### src/wpp_pkg.sv
// ----------------------------------------------------------------------------
// wpp_pkg
// shared types and constants of the wave pcm16 mono stream parser
// ----------------------------------------------------------------------------
package wpp_pkg;

  // configuration register indexes
  localparam logic CFG_EXPECTED_RATE = 1'b0;
  localparam logic CFG_STREAM_LENGTH = 1'b1;
  localparam logic [31:0] EXPECTED_RATE_RST = 32'd48000;

  // chunk tags as little-endian words
  localparam logic [31:0] TAG_RIFF = 32'h4646_4952;
  localparam logic [31:0] TAG_WAVE = 32'h4556_4157;
  localparam logic [31:0] TAG_FMT  = 32'h2074_6D66;
  localparam logic [31:0] TAG_DATA = 32'h6174_6164;

  // required fmt chunk field bytes
  localparam logic [7:0] FMT_PCM_TAG  = 8'd1;
  localparam logic [7:0] FMT_CHANNELS = 8'd1;
  localparam logic [7:0] FMT_ALIGN    = 8'd2;
  localparam logic [7:0] FMT_BITS     = 8'd16;
  localparam logic [4:0] FMT_MIN_SIZE = 5'd16;

  // command queue between parser and sample stage
  localparam int unsigned QUEUE_DEPTH = 4;
  localparam int unsigned QPTR_W      = $clog2(QUEUE_DEPTH);

  typedef enum logic [1:0] {
    CMD_LOW_BYTE,
    CMD_HIGH_BYTE,
    CMD_REJECT
  } cmd_kind_e;

  typedef struct packed {
    cmd_kind_e  kind;
    logic [7:0] data;
    logic       last;
  } cmd_t;

  function automatic logic [7:0] tag_byte(logic [31:0] tag, logic [1:0] k);
    logic [31:0] sh;
    sh = tag >> {k, 3'b000};
    return sh[7:0];
  endfunction

endpackage

### src/wpp_front.sv
// ----------------------------------------------------------------------------
// wpp_front
// byte parser: header and chunk walk, fmt checks, data byte classification
// ----------------------------------------------------------------------------
module wpp_front
  import wpp_pkg::*;
#(
  parameter int unsigned LENGTH_BITS = 32
) (
  input  logic                   clk_i,
  input  logic                   rst_ni,
  input  logic                   in_fire_i,
  input  logic [7:0]             data_byte_i,
  input  logic                   first_byte_i,
  input  logic [31:0]            expected_rate_i,
  input  logic [LENGTH_BITS-1:0] limit_i,
  output logic                   cmd_valid_o,
  output cmd_t                   cmd_o
);

  typedef enum logic [2:0] {
    PH_HEADER,
    PH_CHUNK_HEAD,
    PH_FMT,
    PH_SKIP,
    PH_DATA,
    PH_DONE
  } phase_e;

  phase_e                 phase_q, phase_d;
  logic [LENGTH_BITS-1:0] byte_pos_q, byte_pos_d;
  logic [31:0]            bytes_left_q, bytes_left_d;
  logic [31:0]            chunk_tag_q, chunk_tag_d;
  logic [31:0]            chunk_size_q, chunk_size_d;
  logic                   format_ok_q, format_ok_d;
  logic [3:0]             field_shift_q, field_shift_d;

  // state as seen by this byte, after a restart
  phase_e                 ph;
  logic [LENGTH_BITS-1:0] idx, pos_next;
  logic [31:0]            bl, bl_dec;
  logic                   fok;
  logic [3:0]             fs;
  logic [31:0]            size_new, room;
  logic                   reject, end_check;

  function automatic logic fmt_byte_ok(logic [3:0] k, logic [7:0] b, logic [31:0] rate);
    logic [31:0] sh;
    sh = rate >> {k[1:0], 3'b000};
    case (k) inside
      4'd0:                return b == FMT_PCM_TAG;
      4'd2:                return b == FMT_CHANNELS;
      4'd12:               return b == FMT_ALIGN;
      4'd14:               return b == FMT_BITS;
      4'd1, 4'd3, 4'd13, 4'd15: return b == 8'd0;
      [4'd4:4'd7]:         return b == sh[7:0];
      default:             return 1'b1;
    endcase
  endfunction

  always_comb begin
    ph  = first_byte_i ? PH_HEADER : phase_q;
    idx = first_byte_i ? '0 : byte_pos_q;
    bl  = first_byte_i ? '0 : bytes_left_q;
    fok = first_byte_i ? 1'b0 : format_ok_q;
    fs  = first_byte_i ? '0 : field_shift_q;

    pos_next = (idx == '1) ? idx : idx + 1'b1;
    bl_dec   = (bl != '0) ? bl - 32'd1 : bl;
    size_new = {data_byte_i, chunk_size_q[31:8]};
    room     = 32'(limit_i - pos_next);

    phase_d       = ph;
    byte_pos_d    = (ph == PH_DONE) ? idx : pos_next;
    bytes_left_d  = bl;
    chunk_tag_d   = chunk_tag_q;
    chunk_size_d  = chunk_size_q;
    format_ok_d   = fok;
    field_shift_d = fs;

    reject      = 1'b0;
    end_check   = 1'b1;
    cmd_valid_o = 1'b0;
    cmd_o.kind  = CMD_REJECT;
    cmd_o.data  = data_byte_i;
    cmd_o.last  = 1'b0;

    case (ph)
      PH_HEADER: begin
        if (idx < LENGTH_BITS'(4) && data_byte_i != tag_byte(TAG_RIFF, idx[1:0])) begin
          reject = 1'b1;
        end else if (idx >= LENGTH_BITS'(8) && idx < LENGTH_BITS'(12) &&
                     data_byte_i != tag_byte(TAG_WAVE, idx[1:0])) begin
          reject = 1'b1;
        end
        if (idx >= LENGTH_BITS'(11)) begin
          phase_d       = PH_CHUNK_HEAD;
          field_shift_d = '0;
        end
      end
      PH_CHUNK_HEAD: begin
        if (fs < 4'd4) begin
          chunk_tag_d = {data_byte_i, chunk_tag_q[31:8]};
        end else begin
          chunk_size_d = size_new;
        end
        field_shift_d = fs + 4'd1;
        if (fs == 4'd7) begin
          field_shift_d = '0;
          bytes_left_d  = size_new + {31'd0, size_new[0]};
          if (pos_next > limit_i || size_new > room) begin
            reject = 1'b1;
          end else if (chunk_tag_q == TAG_FMT) begin
            if (size_new < 32'(FMT_MIN_SIZE)) reject = 1'b1;
            else phase_d = PH_FMT;
          end else if (chunk_tag_q == TAG_DATA) begin
            if (!fok || size_new == '0 || size_new[0]) reject = 1'b1;
            else begin
              bytes_left_d = size_new;
              phase_d      = PH_DATA;
            end
          end else begin
            phase_d = (bytes_left_d == '0) ? PH_CHUNK_HEAD : PH_SKIP;
          end
        end
      end
      PH_FMT: begin
        if (!fmt_byte_ok(fs, data_byte_i, expected_rate_i)) begin
          reject = 1'b1;
        end else begin
          bytes_left_d  = bl - 32'd1;
          field_shift_d = fs + 4'd1;
          if (fs == 4'd15) begin
            field_shift_d = '0;
            format_ok_d   = 1'b1;
            phase_d       = (bytes_left_d == '0) ? PH_CHUNK_HEAD : PH_SKIP;
          end
        end
      end
      PH_SKIP: begin
        bytes_left_d = bl_dec;
        if (bl_dec == '0) phase_d = PH_CHUNK_HEAD;
      end
      PH_DATA: begin
        end_check    = 1'b0;
        bytes_left_d = bl_dec;
        cmd_valid_o  = 1'b1;
        if (bl_dec[0]) begin
          cmd_o.kind = CMD_LOW_BYTE;
        end else begin
          cmd_o.kind = CMD_HIGH_BYTE;
          cmd_o.last = (bl_dec == '0);
          if (bl_dec == '0) phase_d = PH_DONE;
        end
      end
      default: begin
        end_check = 1'b0;
        phase_d   = PH_DONE;
      end
    endcase

    // stream end before any outcome
    if (end_check && !reject && pos_next >= limit_i) reject = 1'b1;

    if (reject) begin
      phase_d     = PH_DONE;
      cmd_valid_o = 1'b1;
      cmd_o.kind  = CMD_REJECT;
      cmd_o.last  = 1'b1;
    end
  end

  always_ff @(posedge clk_i or negedge rst_ni) begin
    if (!rst_ni) begin
      phase_q       <= PH_HEADER;
      byte_pos_q    <= '0;
      bytes_left_q  <= '0;
      chunk_tag_q   <= '0;
      chunk_size_q  <= '0;
      format_ok_q   <= 1'b0;
      field_shift_q <= '0;
    end else if (in_fire_i) begin
      phase_q       <= phase_d;
      byte_pos_q    <= byte_pos_d;
      bytes_left_q  <= bytes_left_d;
      chunk_tag_q   <= chunk_tag_d;
      chunk_size_q  <= chunk_size_d;
      format_ok_q   <= format_ok_d;
      field_shift_q <= field_shift_d;
    end
  end

endmodule

### src/wpp_cmd_queue.sv
// ----------------------------------------------------------------------------
// wpp_cmd_queue
// short command queue between the parser and the sample stage
// ----------------------------------------------------------------------------
module wpp_cmd_queue
  import wpp_pkg::*;
(
  input  logic clk_i,
  input  logic rst_ni,
  input  logic wr_en_i,
  input  cmd_t wr_cmd_i,
  output logic full_o,
  input  logic rd_en_i,
  output cmd_t rd_cmd_o,
  output logic empty_o
);

  cmd_t              mem_q [QUEUE_DEPTH];
  logic [QPTR_W-1:0] wr_ptr_q, rd_ptr_q;
  logic [QPTR_W:0]   count_q;
  logic              do_wr, do_rd;

  assign full_o   = (count_q == (QPTR_W+1)'(QUEUE_DEPTH));
  assign empty_o  = (count_q == '0);
  assign do_wr    = wr_en_i && !full_o;
  assign do_rd    = rd_en_i && !empty_o;
  assign rd_cmd_o = mem_q[rd_ptr_q];

  always_ff @(posedge clk_i) begin
    if (do_wr) mem_q[wr_ptr_q] <= wr_cmd_i;
  end

  always_ff @(posedge clk_i or negedge rst_ni) begin
    if (!rst_ni) begin
      wr_ptr_q <= '0;
      rd_ptr_q <= '0;
      count_q  <= '0;
    end else begin
      if (do_wr) wr_ptr_q <= wr_ptr_q + 1'b1;
      if (do_rd) rd_ptr_q <= rd_ptr_q + 1'b1;
      case ({do_wr, do_rd})
        2'b10:   count_q <= count_q + 1'b1;
        2'b01:   count_q <= count_q - 1'b1;
        default: count_q <= count_q;
      endcase
    end
  end

endmodule

### src/wpp_back.sv
// ----------------------------------------------------------------------------
// wpp_back
// sample stage: pairs data bytes into q1.15 samples, holds the result register
// ----------------------------------------------------------------------------
module wpp_back
  import wpp_pkg::*;
(
  input  logic               clk_i,
  input  logic               rst_ni,
  input  logic               q_empty_i,
  input  cmd_t               q_cmd_i,
  output logic               q_rd_o,
  input  logic               pop_i,
  output logic               out_valid_o,
  output logic               status_o,
  output logic signed [15:0] sample_o,
  output logic               last_o
);

  logic               valid_q, valid_d;
  logic               status_q;
  logic signed [15:0] sample_q;
  logic               last_q;
  logic [7:0]         hold_q;
  logic               pop_fire;

  assign pop_fire = pop_i && valid_q;
  assign q_rd_o   = !q_empty_i && (!valid_q || pop_i);
  assign valid_d  = (valid_q && !pop_fire) || (q_rd_o && q_cmd_i.kind != CMD_LOW_BYTE);

  always_ff @(posedge clk_i or negedge rst_ni) begin
    if (!rst_ni) begin
      valid_q <= 1'b0;
    end else begin
      valid_q <= valid_d;
    end
  end

  // payload, no reset
  always_ff @(posedge clk_i) begin
    if (q_rd_o) begin
      case (q_cmd_i.kind)
        CMD_LOW_BYTE: begin
          hold_q <= q_cmd_i.data;
        end
        CMD_HIGH_BYTE: begin
          status_q <= 1'b0;
          sample_q <= {q_cmd_i.data, hold_q};
          last_q   <= q_cmd_i.last;
        end
        default: begin
          status_q <= 1'b1;
          sample_q <= '0;
          last_q   <= 1'b1;
        end
      endcase
    end
  end

  assign out_valid_o = valid_q;
  assign status_o    = status_q;
  assign sample_o    = sample_q;
  assign last_o      = last_q;

endmodule

### src/wav_pcm16_mono_stream_parser.sv
// ----------------------------------------------------------------------------
// wav_pcm16_mono_stream_parser
// byte-wide riff/wave parser emitting mono pcm16 samples as q1.15
// ----------------------------------------------------------------------------
// channel   direction  handshake           payload
// input     in         push / full         data_byte_i, first_byte_i
// result    out        pop / empty         status_o, sample_o, last_o
// config    in         cfg_we_i            cfg_idx_i, cfg_wdata_i
//
// one byte per cycle is taken whenever the command queue has room; the parser
// decides each byte in the cycle of its transfer
// a sample reaches the result ports through the command queue and the result register
// after its high byte transfer, when the result register is free
// full rises only when all queue entries wait on a stalled result register
// reset clears the parse to the header phase, rate to 48000, length to 0
// ----------------------------------------------------------------------------
module wav_pcm16_mono_stream_parser
  import wpp_pkg::*;
#(
  parameter int unsigned LENGTH_BITS = 32
) (
  input  logic               clk_i,
  input  logic               rst_ni,
  // byte input
  input  logic               push,
  output logic               full,
  input  logic [7:0]         data_byte_i,
  input  logic               first_byte_i,
  // results
  output logic               empty,
  input  logic               pop,
  output logic               status_o,
  output logic signed [15:0] sample_o,
  output logic               last_o,
  // configuration
  input  logic               cfg_we_i,
  input  logic               cfg_idx_i,
  input  logic [31:0]        cfg_wdata_i
);

  logic [31:0] expected_rate_q;
  logic [31:0] stream_length_q;
  logic        in_fire;
  logic        cmd_valid;
  cmd_t        cmd, q_cmd;
  logic        q_empty, q_rd;
  logic        out_valid;

  // configuration registers
  always_ff @(posedge clk_i or negedge rst_ni) begin
    if (!rst_ni) begin
      expected_rate_q <= EXPECTED_RATE_RST;
      stream_length_q <= '0;
    end else if (cfg_we_i) begin
      case (cfg_idx_i)
        CFG_EXPECTED_RATE: expected_rate_q <= cfg_wdata_i;
        CFG_STREAM_LENGTH: stream_length_q <= cfg_wdata_i;
        default:           expected_rate_q <= expected_rate_q;
      endcase
    end
  end

  // a byte transfers whenever the queue can take its command
  assign in_fire = push && !full;

  wpp_front #(
    .LENGTH_BITS(LENGTH_BITS)
  ) u_front (
    .clk_i          (clk_i),
    .rst_ni         (rst_ni),
    .in_fire_i      (in_fire),
    .data_byte_i    (data_byte_i),
    .first_byte_i   (first_byte_i),
    .expected_rate_i(expected_rate_q),
    .limit_i        (stream_length_q[LENGTH_BITS-1:0]),
    .cmd_valid_o    (cmd_valid),
    .cmd_o          (cmd)
  );

  // commands: low data byte, high data byte with last flag, rejection
  wpp_cmd_queue u_queue (
    .clk_i   (clk_i),
    .rst_ni  (rst_ni),
    .wr_en_i (in_fire && cmd_valid),
    .wr_cmd_i(cmd),
    .full_o  (full),
    .rd_en_i (q_rd),
    .rd_cmd_o(q_cmd),
    .empty_o (q_empty)
  );

  wpp_back u_back (
    .clk_i      (clk_i),
    .rst_ni     (rst_ni),
    .q_empty_i  (q_empty),
    .q_cmd_i    (q_cmd),
    .q_rd_o     (q_rd),
    .pop_i      (pop),
    .out_valid_o(out_valid),
    .status_o   (status_o),
    .sample_o   (sample_o),
    .last_o     (last_o)
  );

  assign empty = !out_valid;

endmodule

### config.mk
export PLATFORM = sky130hd
export DESIGN_NAME = wav_pcm16_mono_stream_parser
export DESIGN_NICKNAME = d
export VERILOG_FILES = /design/src/wpp_pkg.sv /design/src/wpp_front.sv /design/src/wpp_cmd_queue.sv /design/src/wpp_back.sv /design/src/wav_pcm16_mono_stream_parser.sv
export SDC_FILE = /design/constraint.sdc
export NUM_CORES = 1
export LEC_CHECK = 0
export BUFFER_PORTS_ARGS = -buffer_cell sky130_fd_sc_hd__buf_2
export CORE_ASPECT_RATIO = 1.75
export CORE_MARGIN = 2
export CORE_UTILIZATION = 50
export CTS_CLUSTER_SIZE = 12
export DETAILED_ROUTE_END_ITERATION = 10
export PLACE_DENSITY_LB_ADDON = 0.25
export SYNTH_ARGS = -nofsm -noshare
export SYNTH_HDL_FRONTEND = slang
export SYNTH_SLANG_ARGS = --single-unit
export TNS_END_PERCENT = 20
### constraint.sdc
create_clock -name clk_i -period 8.58 [get_ports clk_i]
set_clock_uncertainty 0.2 [all_clocks]
set_input_delay 0.429 -clock clk_i [delete_from_list [all_inputs] [get_ports clk_i]]
set_output_delay 0.429 -clock clk_i [all_outputs]
set_load 0.02 [all_outputs]
### Word level (Yosys, flattened, before mapping)

Memories as Yosys holds them, arrays and structs flattened.
Cells that the tools add are included.

| word-level totals | value |
|---|---|
| bits in registers | 234 |
| memory bits (writable) | 44 |
| input bits | 47 |
| output and inout port bits | 20 |
| logic and storage cells | 188 |
| memories kept | 1 |

| operators by class | value |
|---|---|
| add/sub/neg operators | 9 |
| order comparisons | 11 |
| equal/unequal tests | 26 |
| shift operators | 3 |
| mux-type cells | 72 |
| bitwise logic cells | 3 |
| reductions and logical operators | 46 |

Memories:

| memory | words | width | rd ports | clocked after Yosys merged registers in | wr ports | line | RTL |
|---|---|---|---|---|---|---|---|
| u_queue.mem_q | 4 | 11 | 1 | 0 | 1 | wpp_cmd_queue.sv:18 | `cmd_t mem_q [QUEUE_DEPTH];` |

Operators with widths:

| cell | number |
|---|---|
| 2-to-1 mux 32 bit | 11 |
| zero test 32 bit | 4 |
| case mux 32 bit (3 select lines) | 1 |
| greater-or-equal comparator 32 x 4 -> 1 bit (second input constant) | 2 |
| > comparator 32 bit | 2 |
| right shift 31 x 5 -> 8 bit (first input constant) | 2 |
| 2-to-1 mux 3 bit | 14 |
| adder 32 x 1 -> 32 bit | 1 |
| adder 32 x 1 -> 32 bit (second input constant) | 1 |
| == test 32 x 30 -> 1 bit (second input constant) | 1 |
| == test 32 x 31 -> 1 bit (second input constant) | 1 |
| == test 32 bit (second input constant) | 1 |
| greater-or-equal comparator 32 bit | 1 |
| < comparator 32 x 3 -> 1 bit (second input constant) | 1 |
| < comparator 32 x 4 -> 1 bit (second input constant) | 1 |
| < comparator 32 x 5 -> 1 bit (second input constant) | 1 |
| case mux 16 bit (2 select lines) | 1 |
| nonzero test 32 bit | 1 |
| right shift 32 x 5 -> 8 bit | 1 |
| subtractor 32 x 1 -> 32 bit (second input constant) | 1 |
| subtractor 32 bit | 1 |
| 2-to-1 mux 1 bit | 30 |
| 2-to-1 mux 4 bit | 5 |
| == test 4 bit (second input constant) | 4 |
| other kinds (39) | 81 |

### Depth between registers and ports, before layout

Gate-level depths: netlist of run 1.

| depth | value |
|---|---|
| depth after elaboration | 21 |
| mapped depth | 38 |
| depth with buffers taken out | 36 |

### Hierarchy

A second synthesis of run 1 with hierarchy kept.

| second synthesis, totals | value |
|---|---|
| cells, all modules | 1770 |
| area total of the unflattened synthesis | 17560.6 sq um |

Modules (own cells, without submodules):

| module | times used | cells an instance | area an instance (sq um) | sequential area each (sq um) |
|---|---|---|---|---|
| wpp_front | 1 | 1483 | 12104.1 | 3203.1 |
| wav_pcm16_mono_stream_parser | 1 | 140 | 2451.1 | 1610.3 |
| wpp_cmd_queue | 1 | 94 | 2031.9 | 1496.4 |
| wpp_back | 1 | 53 | 973.4 | 805.8 |

### Least setup slack after synthesis of run 1

Ideal clock, no wire load.

| timing | value |
|---|---|
| path type | input -> register |
| start | in first_byte_i |
| end | reg u_queue.count_q[2] |
| library setup time | 79 ps |
| arrival | 7156 ps |
| data required time | 8301 ps |
| setup slack | 1144 ps |
| stages on the path | 37 |
| buffers on the path | 7 |
| path through | buf_2 clkbuf_1 buf_4 buf_2 buf_1 clkbuf_1 clkbuf_1 nor2b_1 xnor2_1 ha_1 a211oi_1 o21bai_1 a221o_1 a31oi_1 o21ai_0 nand3_1 a41oi_1 nand2b_1 a211o_1 xnor2_1 ha_1 a21o_1 a21o_1 a211oi_1 o21ai_0 o211ai_1 a31oi_1 nor2b_1 a31o_2 a31oi_4 inv_1 ha_1 inv_1 fa_1 xor2_1 nor2_1 xor2_1 |

| on the way | value |
|---|---|
| longest elaborated chain between the ends | 21 |
| elaborated cells on any way between the ends | 75 |
| those cells by class | 2 x add/sub; 8 x order compare; 18 x eq/ne; 3 x shift; 26 x mux; 18 x reduce/logical |

RTL lines:

| item | line | RTL |
|---|---|---|
| start, declared | wav_pcm16_mono_stream_parser.sv:28 | `input logic first_byte_i,` |
| branches (longest 16 deep; another with adder 32 x 1 -> 32 bit) | - |  |
| 2-to-1 mux 1 bit (*) | wpp_front.sv:165 | `if (reject) begin` |
| logical AND 1 bit (*) | wav_pcm16_mono_stream_parser.sv:84 | `.wr_en_i (in_fire && cmd_valid),` |
| logical AND 1 bit (*) | wpp_cmd_queue.sv:25 | `assign do_wr = wr_en_i && !full_o;` |
| == test 2 x 1 -> 1 bit / == test 2 bit (equally long branches) | wpp_cmd_queue.sv:41 | `case ({do_wr, do_rd})` |
| case mux 3 bit (2 select lines) / nonzero test 2 bit (equally long branches) | - |  |
| end signal, assigned | wpp_cmd_queue.sv:42 | `2'b10: count_q <= count_q + 1'b1;` |
| end signal, assigned | wpp_cmd_queue.sv:43 | `2'b01: count_q <= count_q - 1'b1;` |
| end signal, assigned | wpp_cmd_queue.sv:44 | `default: count_q <= count_q;` |
| end, declared | wpp_cmd_queue.sv:20 | `logic [QPTR_W:0] count_q;` |

Mark *: on every way between the ends. The select of a mux whose other input is x is not followed.
A chain may end at the register's enable or synchronous reset.

### Worst setup path after layout of run 1

| timing | value |
|---|---|
| start | reg u_front.byte_pos_q[2] |
| end | reg u_queue.count_q[2] |

| on the way | value |
|---|---|
| longest elaborated chain between the ends | 18 |
| elaborated cells on any way between the ends | 31 |
| those cells by class | 2 x add/sub; 6 x order compare; 3 x eq/ne; 10 x mux; 10 x reduce/logical |

RTL lines:

| item | line | RTL |
|---|---|---|
| start, declared | wpp_front.sv:31 | `logic [LENGTH_BITS-1:0] byte_pos_q, byte_pos_d;` |
| start signal, assigned | wpp_front.sv:184 | `byte_pos_q <= byte_pos_d;` |
| 2-to-1 mux 32 bit (*) | wpp_front.sv:63 | `idx = first_byte_i ? '0 : byte_pos_q;` |
| adder 32 x 1 -> 32 bit / == test 32 bit (equally long branches) | wpp_front.sv:68 | `pos_next = (idx == '1) ? idx : idx + 1'b1;` |
| 2-to-1 mux 32 bit | wpp_front.sv:68 |  |
| subtractor 32 bit | wpp_front.sv:71 | `room = 32'(limit_i - pos_next);` |
| > comparator 32 bit | wpp_front.sv:111 | `if (pos_next > limit_i \|\| size_new > room) begin` |
| logical OR 1 bit | wpp_front.sv:111 |  |
| 2-to-1 mux 1 bit | wpp_front.sv:111 |  |
| 2-to-1 mux 1 bit | wpp_front.sv:108 | `if (fs == 4'd7) begin` |
| case mux 1 bit (3 select lines) | wpp_front.sv:88 | `case (ph)` |
| zero test 1 bit | wpp_front.sv:163 | `if (end_check && !reject && pos_next >= limit_i) reject = 1'b1;` |
| logical AND 1 bit (2 in a row) | wpp_front.sv:163 |  |
| 2-to-1 mux 1 bit (*) | wpp_front.sv:163 |  |
| 2-to-1 mux 1 bit (*) | wpp_front.sv:165 |  |
| logical AND 1 bit (*) | wav_pcm16_mono_stream_parser.sv:84 |  |
| logical AND 1 bit (*) | wpp_cmd_queue.sv:25 |  |
| == test 2 x 1 -> 1 bit / == test 2 bit (equally long branches) | wpp_cmd_queue.sv:41 |  |
| case mux 3 bit (2 select lines) / nonzero test 2 bit (equally long branches) | - |  |

Mark *: on every way between the ends. The rest lies on a longest branch, timed or not.

==> run_results.csv, run 1 <==
group,metric,value,unit
yosys,yosys_warning_count,0,
placement,dp.final_hpwl,42100,um
critical_path,crit_path_frequent_cell,"sky130_fd_sc_hd__nand3_1",
final_layout,drive_above_1_share,15.6,%
placement,placed_cells,2282,
routing,routed_via_density,6.42,
critical_path,timing.critical_path.fanout_max,9,
final_layout,flow.area_growth_from_synthesis,10.5,%
critical_path,wp_data_required,8890,ps
power,vdd_drop_max,0.204,mV
yosys,syn_avg_cell_area,9.65,um2
timing,fmax,0.125,GHz
die,total_i_o_pin_count,67,
critical_path,setup.worst_path.end_class,"register",
global_routing,grt_start_max_net_pins,82,
die,core.rowCount,91,
cts,clock_latency,590,ps
placement,place_congestion,0.975,
timing,maxSlewViolCount,0,
routing,routed_wirelength,57200,um
global_routing,global_route.overflow_total,0,
cts,root_buffer,"sky130_fd_sc_hd__clkbuf_16",
final_layout,finish.cell_count_without_fillers,2367,
yosys,async_flop_share,74.1,%
yosys,synth_nets,1971,
routing,drt_first_iter_violations,1202,
critical_path,reg2regPathDepth,36,
critical_path,timing.rr.start,"u_front.byte_pos_q[2]",
critical_path,cp_slowest_cell,"sky130_fd_sc_hd__or4_4",
timing,layout_min_cycle_time,8010,ps
cts,cts.sink_count,270,
timing,rsz0062_at_grt,"no",
timing,timing.slew.headroom,20.6,%
cts,cts_max_level,1,
yosys,commonest_register_cell_after_synthesis,"sky130_fd_sc_hd__dfrtp_1",
timing,fin_crit_sh,93.4,%
timing,setup-violations-final,0,
critical_path,ff2ff_setup_slack,570,ps
timing,max_slew.worst_pin.slew,1190,ps
cts,cts_tree,"done",
status,outcome,"finished clean",
timing,final.setup.worst_slack,567,ps
routing,remaining_drc_errors,0,
global_routing,grtUsageTotal,30.6,%
die,initial_core_util,50.6,%
die,area_of_the_placeable_core,35200,um2
final_layout,layout_commonest_cell,"sky130_fd_sc_hd__dfrtp_1",
final_layout,layout.core_utilization,55.9,%
yosys,synth_seq_cells,270,
global_routing,grt_antenna_before_repair,0,
global_routing,first_global_vias,15600,
timing,final-hold-violation-count,0,
yosys,synth-edff-count,70,
power,leakage,7.79,nW
min_path,hold_path.startpoint,"data_byte_i[7]",
global_routing,global_route_wire_length_before_repair,88200,um
critical_path,timing.setup.critical_path_class,"register to register",
timing,setup-tns-final,0,ps
critical_path,startpoint_class,"register",
cts,max-clock-path-buffers,3,
min_path,timing.hold.worst_endpoint,"u_queue.mem_q[2][8]",
routing,drt_pass_1_iters,5,
final_layout,diodes,0,
critical_path,reg2reg_to,"u_queue.count_q[2]",
min_path,worst_hold_path_type,"input port to register",
yosys,postSynthCellCount,1846,
run,max-cap-violations,0,
final_layout,num-nets-final,2006,
placement,pre_cts_slack,351,ps
critical_path,cp_data_arrival_time,8320,ps
yosys,post_synth_num_cell_types,96,
final_layout,layout_common_cells,"sky130_fd_sc_hd__dfrtp_1, sky130_fd_sc_hd__nand2_1, sky130_fd_sc_hd__o21ai_0, sky130_fd_sc_hd__mux2_2, sky130_fd_sc_hd__nor2_1",
min_path,worstHoldPathCells,1,
die,die_w,147,um
die,die_h,254,um
placement,port_buffers,66,
cts,clk_pin_slew_worst_paths,60,ps
power,power_density,266,nW/um2
yosys,synth.cell_area,17800,um2
cts,cts_inserted_buffers,28,
routing,vias,15200,
cts,cts.repair_timing.setup_buffer_count,0,
routing,postRouteAntennaNets,0,
critical_path,timing.critical_path.slowest_cell_delay,610,ps
die,design.die.area,37200,um2
yosys,synth_sequential_area_ratio,40.0,%
routing,wl_per_cell,24.2,um
==> through the flow <==
step	total power, mW	hold slack [ps]	instance area, um2
finish	5.24	55.8	19700
global route	5.53	35.5	19700
CTS	5.23	30.5	19600
detailed placement	4.03	214	18500
global placement	3.99	216	18500
floorplan	3.39	-66.6	17800
==> area by class of cell <==
cell class / instances / area, um2
inverters: 50 / 188
flip-flops and latches: 270 / 7120
clock inverters: 3 / 68.8
well taps: 465 / 582
multi-input cells: 1408 / 10100
fillers: 3080 / 15500
clock buffers: 48 / 786
repair buffers: 123 / 852
==> layer usage <==
layer / vias to the layer above / track usage [%] / wire length (um)
met4: 0 / 25.8 / 5700
met5: - / 0 / 0
met3: 248 / 3.90 / 3000
met2: 620 / 55.0 / 28800
met1: 7330 / 31.5 / 19600
li1: 6987 / - / -
==> kinds of logic after synthesis <==
family	synth area share, %
AO/OA/AOI/OAI	17.5
buffers and inverters	3.63
flip-flops	40.0
multiplexers	9.42
AND/OR/NAND/NOR	18.8
XOR/XNOR	5.02
adder cells (fa/ha/maj)	5.70
==> synth_stat cells (11+ instances only) <==
cell / number / area [um2]
sky130_fd_sc_hd__nor2_1: 98 / 368
sky130_fd_sc_hd__o211ai_1: 13 / 97.6
sky130_fd_sc_hd__a21oi_1: 63 / 315
sky130_fd_sc_hd__nand4_1: 39 / 244
sky130_fd_sc_hd__o31ai_1: 14 / 105
sky130_fd_sc_hd__or3_1: 23 / 144
sky130_fd_sc_hd__nor3_1: 50 / 250
sky130_fd_sc_hd__inv_1: 49 / 184
sky130_fd_sc_hd__nand2b_1: 18 / 113
sky130_fd_sc_hd__buf_1: 15 / 56.3
sky130_fd_sc_hd__xor2_1: 28 / 245
sky130_fd_sc_hd__o21ai_0: 126 / 631
sky130_fd_sc_hd__ha_1: 77 / 963
sky130_fd_sc_hd__xnor2_1: 74 / 648
sky130_fd_sc_hd__a31oi_1: 26 / 163
sky130_fd_sc_hd__and2_1: 31 / 194
sky130_fd_sc_hd__clkbuf_1: 94 / 353
sky130_fd_sc_hd__or2_2: 15 / 93.8
sky130_fd_sc_hd__o22ai_1: 15 / 93.8
sky130_fd_sc_hd__and3_1: 18 / 113
sky130_fd_sc_hd__a22o_1: 14 / 123
sky130_fd_sc_hd__o21a_1: 19 / 143
sky130_fd_sc_hd__mux4_2: 11 / 248
sky130_fd_sc_hd__a211oi_1: 14 / 105
sky130_fd_sc_hd__edfxtp_1: 70 / 2100
sky130_fd_sc_hd__nor4_1: 29 / 181
sky130_fd_sc_hd__mux2_2: 117 / 1320
sky130_fd_sc_hd__and4_1: 13 / 114
sky130_fd_sc_hd__a21o_1: 27 / 203
sky130_fd_sc_hd__nand2_1: 150 / 563
sky130_fd_sc_hd__dfrtp_1: 193 / 4830
sky130_fd_sc_hd__nor2b_1: 28 / 175
sky130_fd_sc_hd__a22oi_1: 15 / 113
sky130_fd_sc_hd__o21bai_1: 12 / 90.1
sky130_fd_sc_hd__nand3_1: 58 / 290
==> power by group <==
part           internal (mW)  switching, mW
registers               1.65          0.323
clock network          0.651          0.525
logic                  0.838           1.25
==> repair_timing <==
action | in CTS | in global routing
endpoints found under the hold margin | 113 | 0
gates resized for setup | 0 | 4
hold buffers | 34 | 0
setup endpoints to repair | 0 | 41
==> worst max-delay path: cells and delay by family, from the launching register on <==
kind,cells,cell delay (ps)
compound gates,13,2620
xor+xnor,4,560
fa+ha+maj,4,1200
buf+inv,2,150
flops,1,500
simple gates,13,2700
==> sequential cells by signal, indices dropped and copies added, names as in the netlist, 2 cells and up <==
register and flops:
u_front.phase_q 3, u_front.field_shift_q 4, u_front.chunk_size_q 24, expected_rate_q 32, u_front.byte_pos_q 32, u_queue.count_q 3, u_queue.rd_ptr_q 2, stream_length_q 32
u_queue.wr_ptr_q 2, u_front.bytes_left_q 32, u_front.chunk_tag_q 32, u_back.sample_o 16, u_queue.mem_q 44, u_back.hold_q 8
==> worst max-delay path by stage <==
stage / from / to / slack, ps / depth (start not counted)
after global placement: first_byte_i / u_queue.count_q[2] / 540 / 33
final: u_front.byte_pos_q[2] / u_queue.count_q[2] / 570 / 36
after CTS: u_front.byte_pos_q[2] / u_queue.count_q[2] / 580 / 34
after detailed placement: first_byte_i / u_queue.count_q[2] / 350 / 35
after floorplan: first_byte_i / u_queue.count_q[2] / 1140 / 37
after global routing: u_front.byte_pos_q[2] / u_queue.count_q[2] / 80 / 34
Note: power is estimated with default switching activity, not from simulation.
==> inputs of run 2 (changes only) <==
Clock period 8.58 ns to 9.9 ns, I/O delays scaled along.
==> run 2 against run 1 <==
  * Maximum frequency down 6.7%
  * Global-route usage shrank 0.36 points
  * Worst hold slack got worse by 47 ps
  * Critical path type unchanged
==> run_results.csv, run 2 (synthesis results as in run 1) <==
group,metric,value,unit
cts,cts_tree,"done",
routing,routed_via_density,6.43,
die,core.rowCount,91,
power,vdd_drop_max,0.152,mV
final_layout,layout_commonest_cell,"sky130_fd_sc_hd__dfrtp_1",
timing,fin_crit_sh,86.7,%
routing,postRouteAntennaNets,0,
power,leakage,7.75,nW
final_layout,flow.area_growth_from_synthesis,10.1,%
critical_path,timing.critical_path.slowest_cell_delay,600,ps
timing,setup-violations-final,0,
timing,fmax,0.116,GHz
cts,cts.sink_count,270,
critical_path,cp_data_arrival_time,8880,ps
routing,vias,15200,
critical_path,wp_data_required,10200,ps
critical_path,cp-startpoint,"u_front.byte_pos_q[2]",
timing,layout_min_cycle_time,8590,ps
final_layout,diodes,0,
min_path,worst_hold_path_type,"input port to register",
final_layout,finish.cell_count_without_fillers,2358,
final_layout,layout_common_cells,"sky130_fd_sc_hd__dfrtp_1, sky130_fd_sc_hd__nand2_1, sky130_fd_sc_hd__o21ai_0, sky130_fd_sc_hd__mux2_2, sky130_fd_sc_hd__nor2_1",
cts,max-clock-path-buffers,3,
global_routing,grtUsageTotal,30.3,%
critical_path,timing.rr.start,"u_front.byte_pos_q[2]",
placement,port_buffers,66,
critical_path,timing.setup.critical_path_class,"register to register",
critical_path,crit_path_frequent_cell,"sky130_fd_sc_hd__ha_1",
final_layout,largest_register_ff_count,44,
timing,rsz0062_at_grt,"no",
cts,clock_latency,580,ps
run,max-cap-violations,0,
placement,dp.final_hpwl,41800,um
critical_path,cp_slowest_cell,"sky130_fd_sc_hd__nor4_1",
global_routing,grt_antenna_before_repair,0,
timing,final-hold-violation-count,0,
placement,place_congestion,1.00,
routing,wl_per_cell,23.9,um
global_routing,globalRouteMet1Util,32.1,%
timing,setup-tns-final,0,ps
timing,maxSlewViolCount,0,
critical_path,setup.worst_path.end_class,"register",
die,initial_core_util,50.6,%
global_routing,global_route.peak_usage_layer,"met2",
cts,cts_max_level,1,
global_routing,first_global_vias,15300,
routing,routed_wirelength,56400,um
cts,root_buffer,"sky130_fd_sc_hd__clkbuf_16",
final_layout,num-nets-final,1997,
cts,cts_inserted_buffers,28,
timing,timing.slew.headroom,21.6,%
global_routing,grt_use_met2,52.9,%
die,die_h,254,um
status,outcome,"finished clean",
global_routing,global_route_wire_length_before_repair,87200,um
die,die_w,147,um
die,total_i_o_pin_count,67,
routing,remaining_drc_errors,0,
min_path,hold_path.startpoint,"cfg_wdata_i[0]",
die,area_of_the_placeable_core,35200,um2
routing,drt_pass_1_iters,5,
cts,clk_pin_slew_worst_paths,70,ps
timing,max_slew.worst_pin.slew,1160,ps
final_layout,register_bank_with_the_most_flops,"u_queue.mem_q",
cts,cts_resized,0,
global_routing,global_route.overflow_total,0,
global_routing,grt_start_max_net_pins,72,
power,power_density,231,nW/um2
final_layout,drive_above_1_share,15.6,%
cts,cts.repair_timing.setup_buffer_count,0,
critical_path,timing.critical_path.fanout_max,9,
routing,drt_first_iter_violations,1193,
placement,placed_cells,2275,
global_routing,grt_use_met3,3.86,%
die,design.die.area,37200,um2
power,power,4.52,mW
critical_path,startpoint_class,"register",
-- run 2: cell types whose count changed in the layout (fill, tap and decap cells not counted) --
cell	delta
sky130_fd_sc_hd__buf_4	-7
sky130_fd_sc_hd__clkbuf_1	-7
sky130_fd_sc_hd__clkbuf_8	+5
sky130_fd_sc_hd__clkinv_2	+3
sky130_fd_sc_hd__dlygate4sd3_1	-2
sky130_fd_sc_hd__nor4_1	+2
sky130_fd_sc_hd__bufinv_16	-1
sky130_fd_sc_hd__clkinv_4	-1
sky130_fd_sc_hd__inv_6	+1
sky130_fd_sc_hd__nor4_2	-1
sky130_fd_sc_hd__nor4_4	-1
sky130_fd_sc_hd__o21ai_0	+1
sky130_fd_sc_hd__o21ai_1	-1
-- run 2: repair_timing --
action,CTS,global route
hold buffers,32,0
setup endpoints to repair,0,0
hold endpoints to repair,118,0
-- run 2: worst paths after layout --
check / endpoint / slack [ps] / cells after the start
worst max-delay path: u_queue.count_q[2] / 1310 / 33
worst min-delay path: expected_rate_q[0] / 9 / 2
worst max register to register: u_queue.count_q[2] / 1310 / 33
worst min register to register: expected_rate_q[18] / 310 / 1
max in group asynchronous: u_front.chunk_tag_q[31] / 7890 / 3
min in group asynchronous: u_front.byte_pos_q[14] / 260 / 2
-- run 2: per-layer routing --
metal	wire (um)	vias up
li1	-	6968
met1	19700	7330
met4	5700	0
met5	0	-
met2	28100	624
met3	2880	237
-- run 2: layout make-up --
class | instances | area (um2)
Clock buffer | 46 | 828
Clock inverter | 5 | 53.8
Fill cell | 3074 | 15600
Inverter | 50 | 188
Multi-Input combinational cell | 1408 | 10100
Sequential cell | 270 | 7120
Tap cell | 465 | 582
Timing Repair Buffer | 114 | 779
-- run 2: power breakdown --
part / internal [mW] / switching (mW) / total [mW] / leakage (nW)
registers: 1.43 / 0.293 / 1.72 / 3.22
clock network: 0.572 / 0.457 / 1.03 / 0.430
logic: 0.716 / 1.06 / 1.77 / 4.11
total: 2.72 / 1.81 / 4.52 / 7.75
-- run 2: critical path, delay by kind of cell, from the launching register on --
kind	cells	cell delay, ps
compound gates	15	3340
simple gates	8	2400
xor+xnor	3	450
fa+ha+maj	4	1050
buf+inv	2	150
mux	1	360
flops	1	520
-- run 2: per-stage QoR --
stage	cell area, um2	setup WS, ps	utilization [%]	hold slack, ps
after floorplan	17800	2400	-	-0.591
after global placement	18400	1390	52.3	275
after detailed placement	18400	1110	52.3	294
after CTS	19600	1480	55.7	5.10
after global routing	19600	748	55.7	10.9
final	19600	1310	55.7	8.94
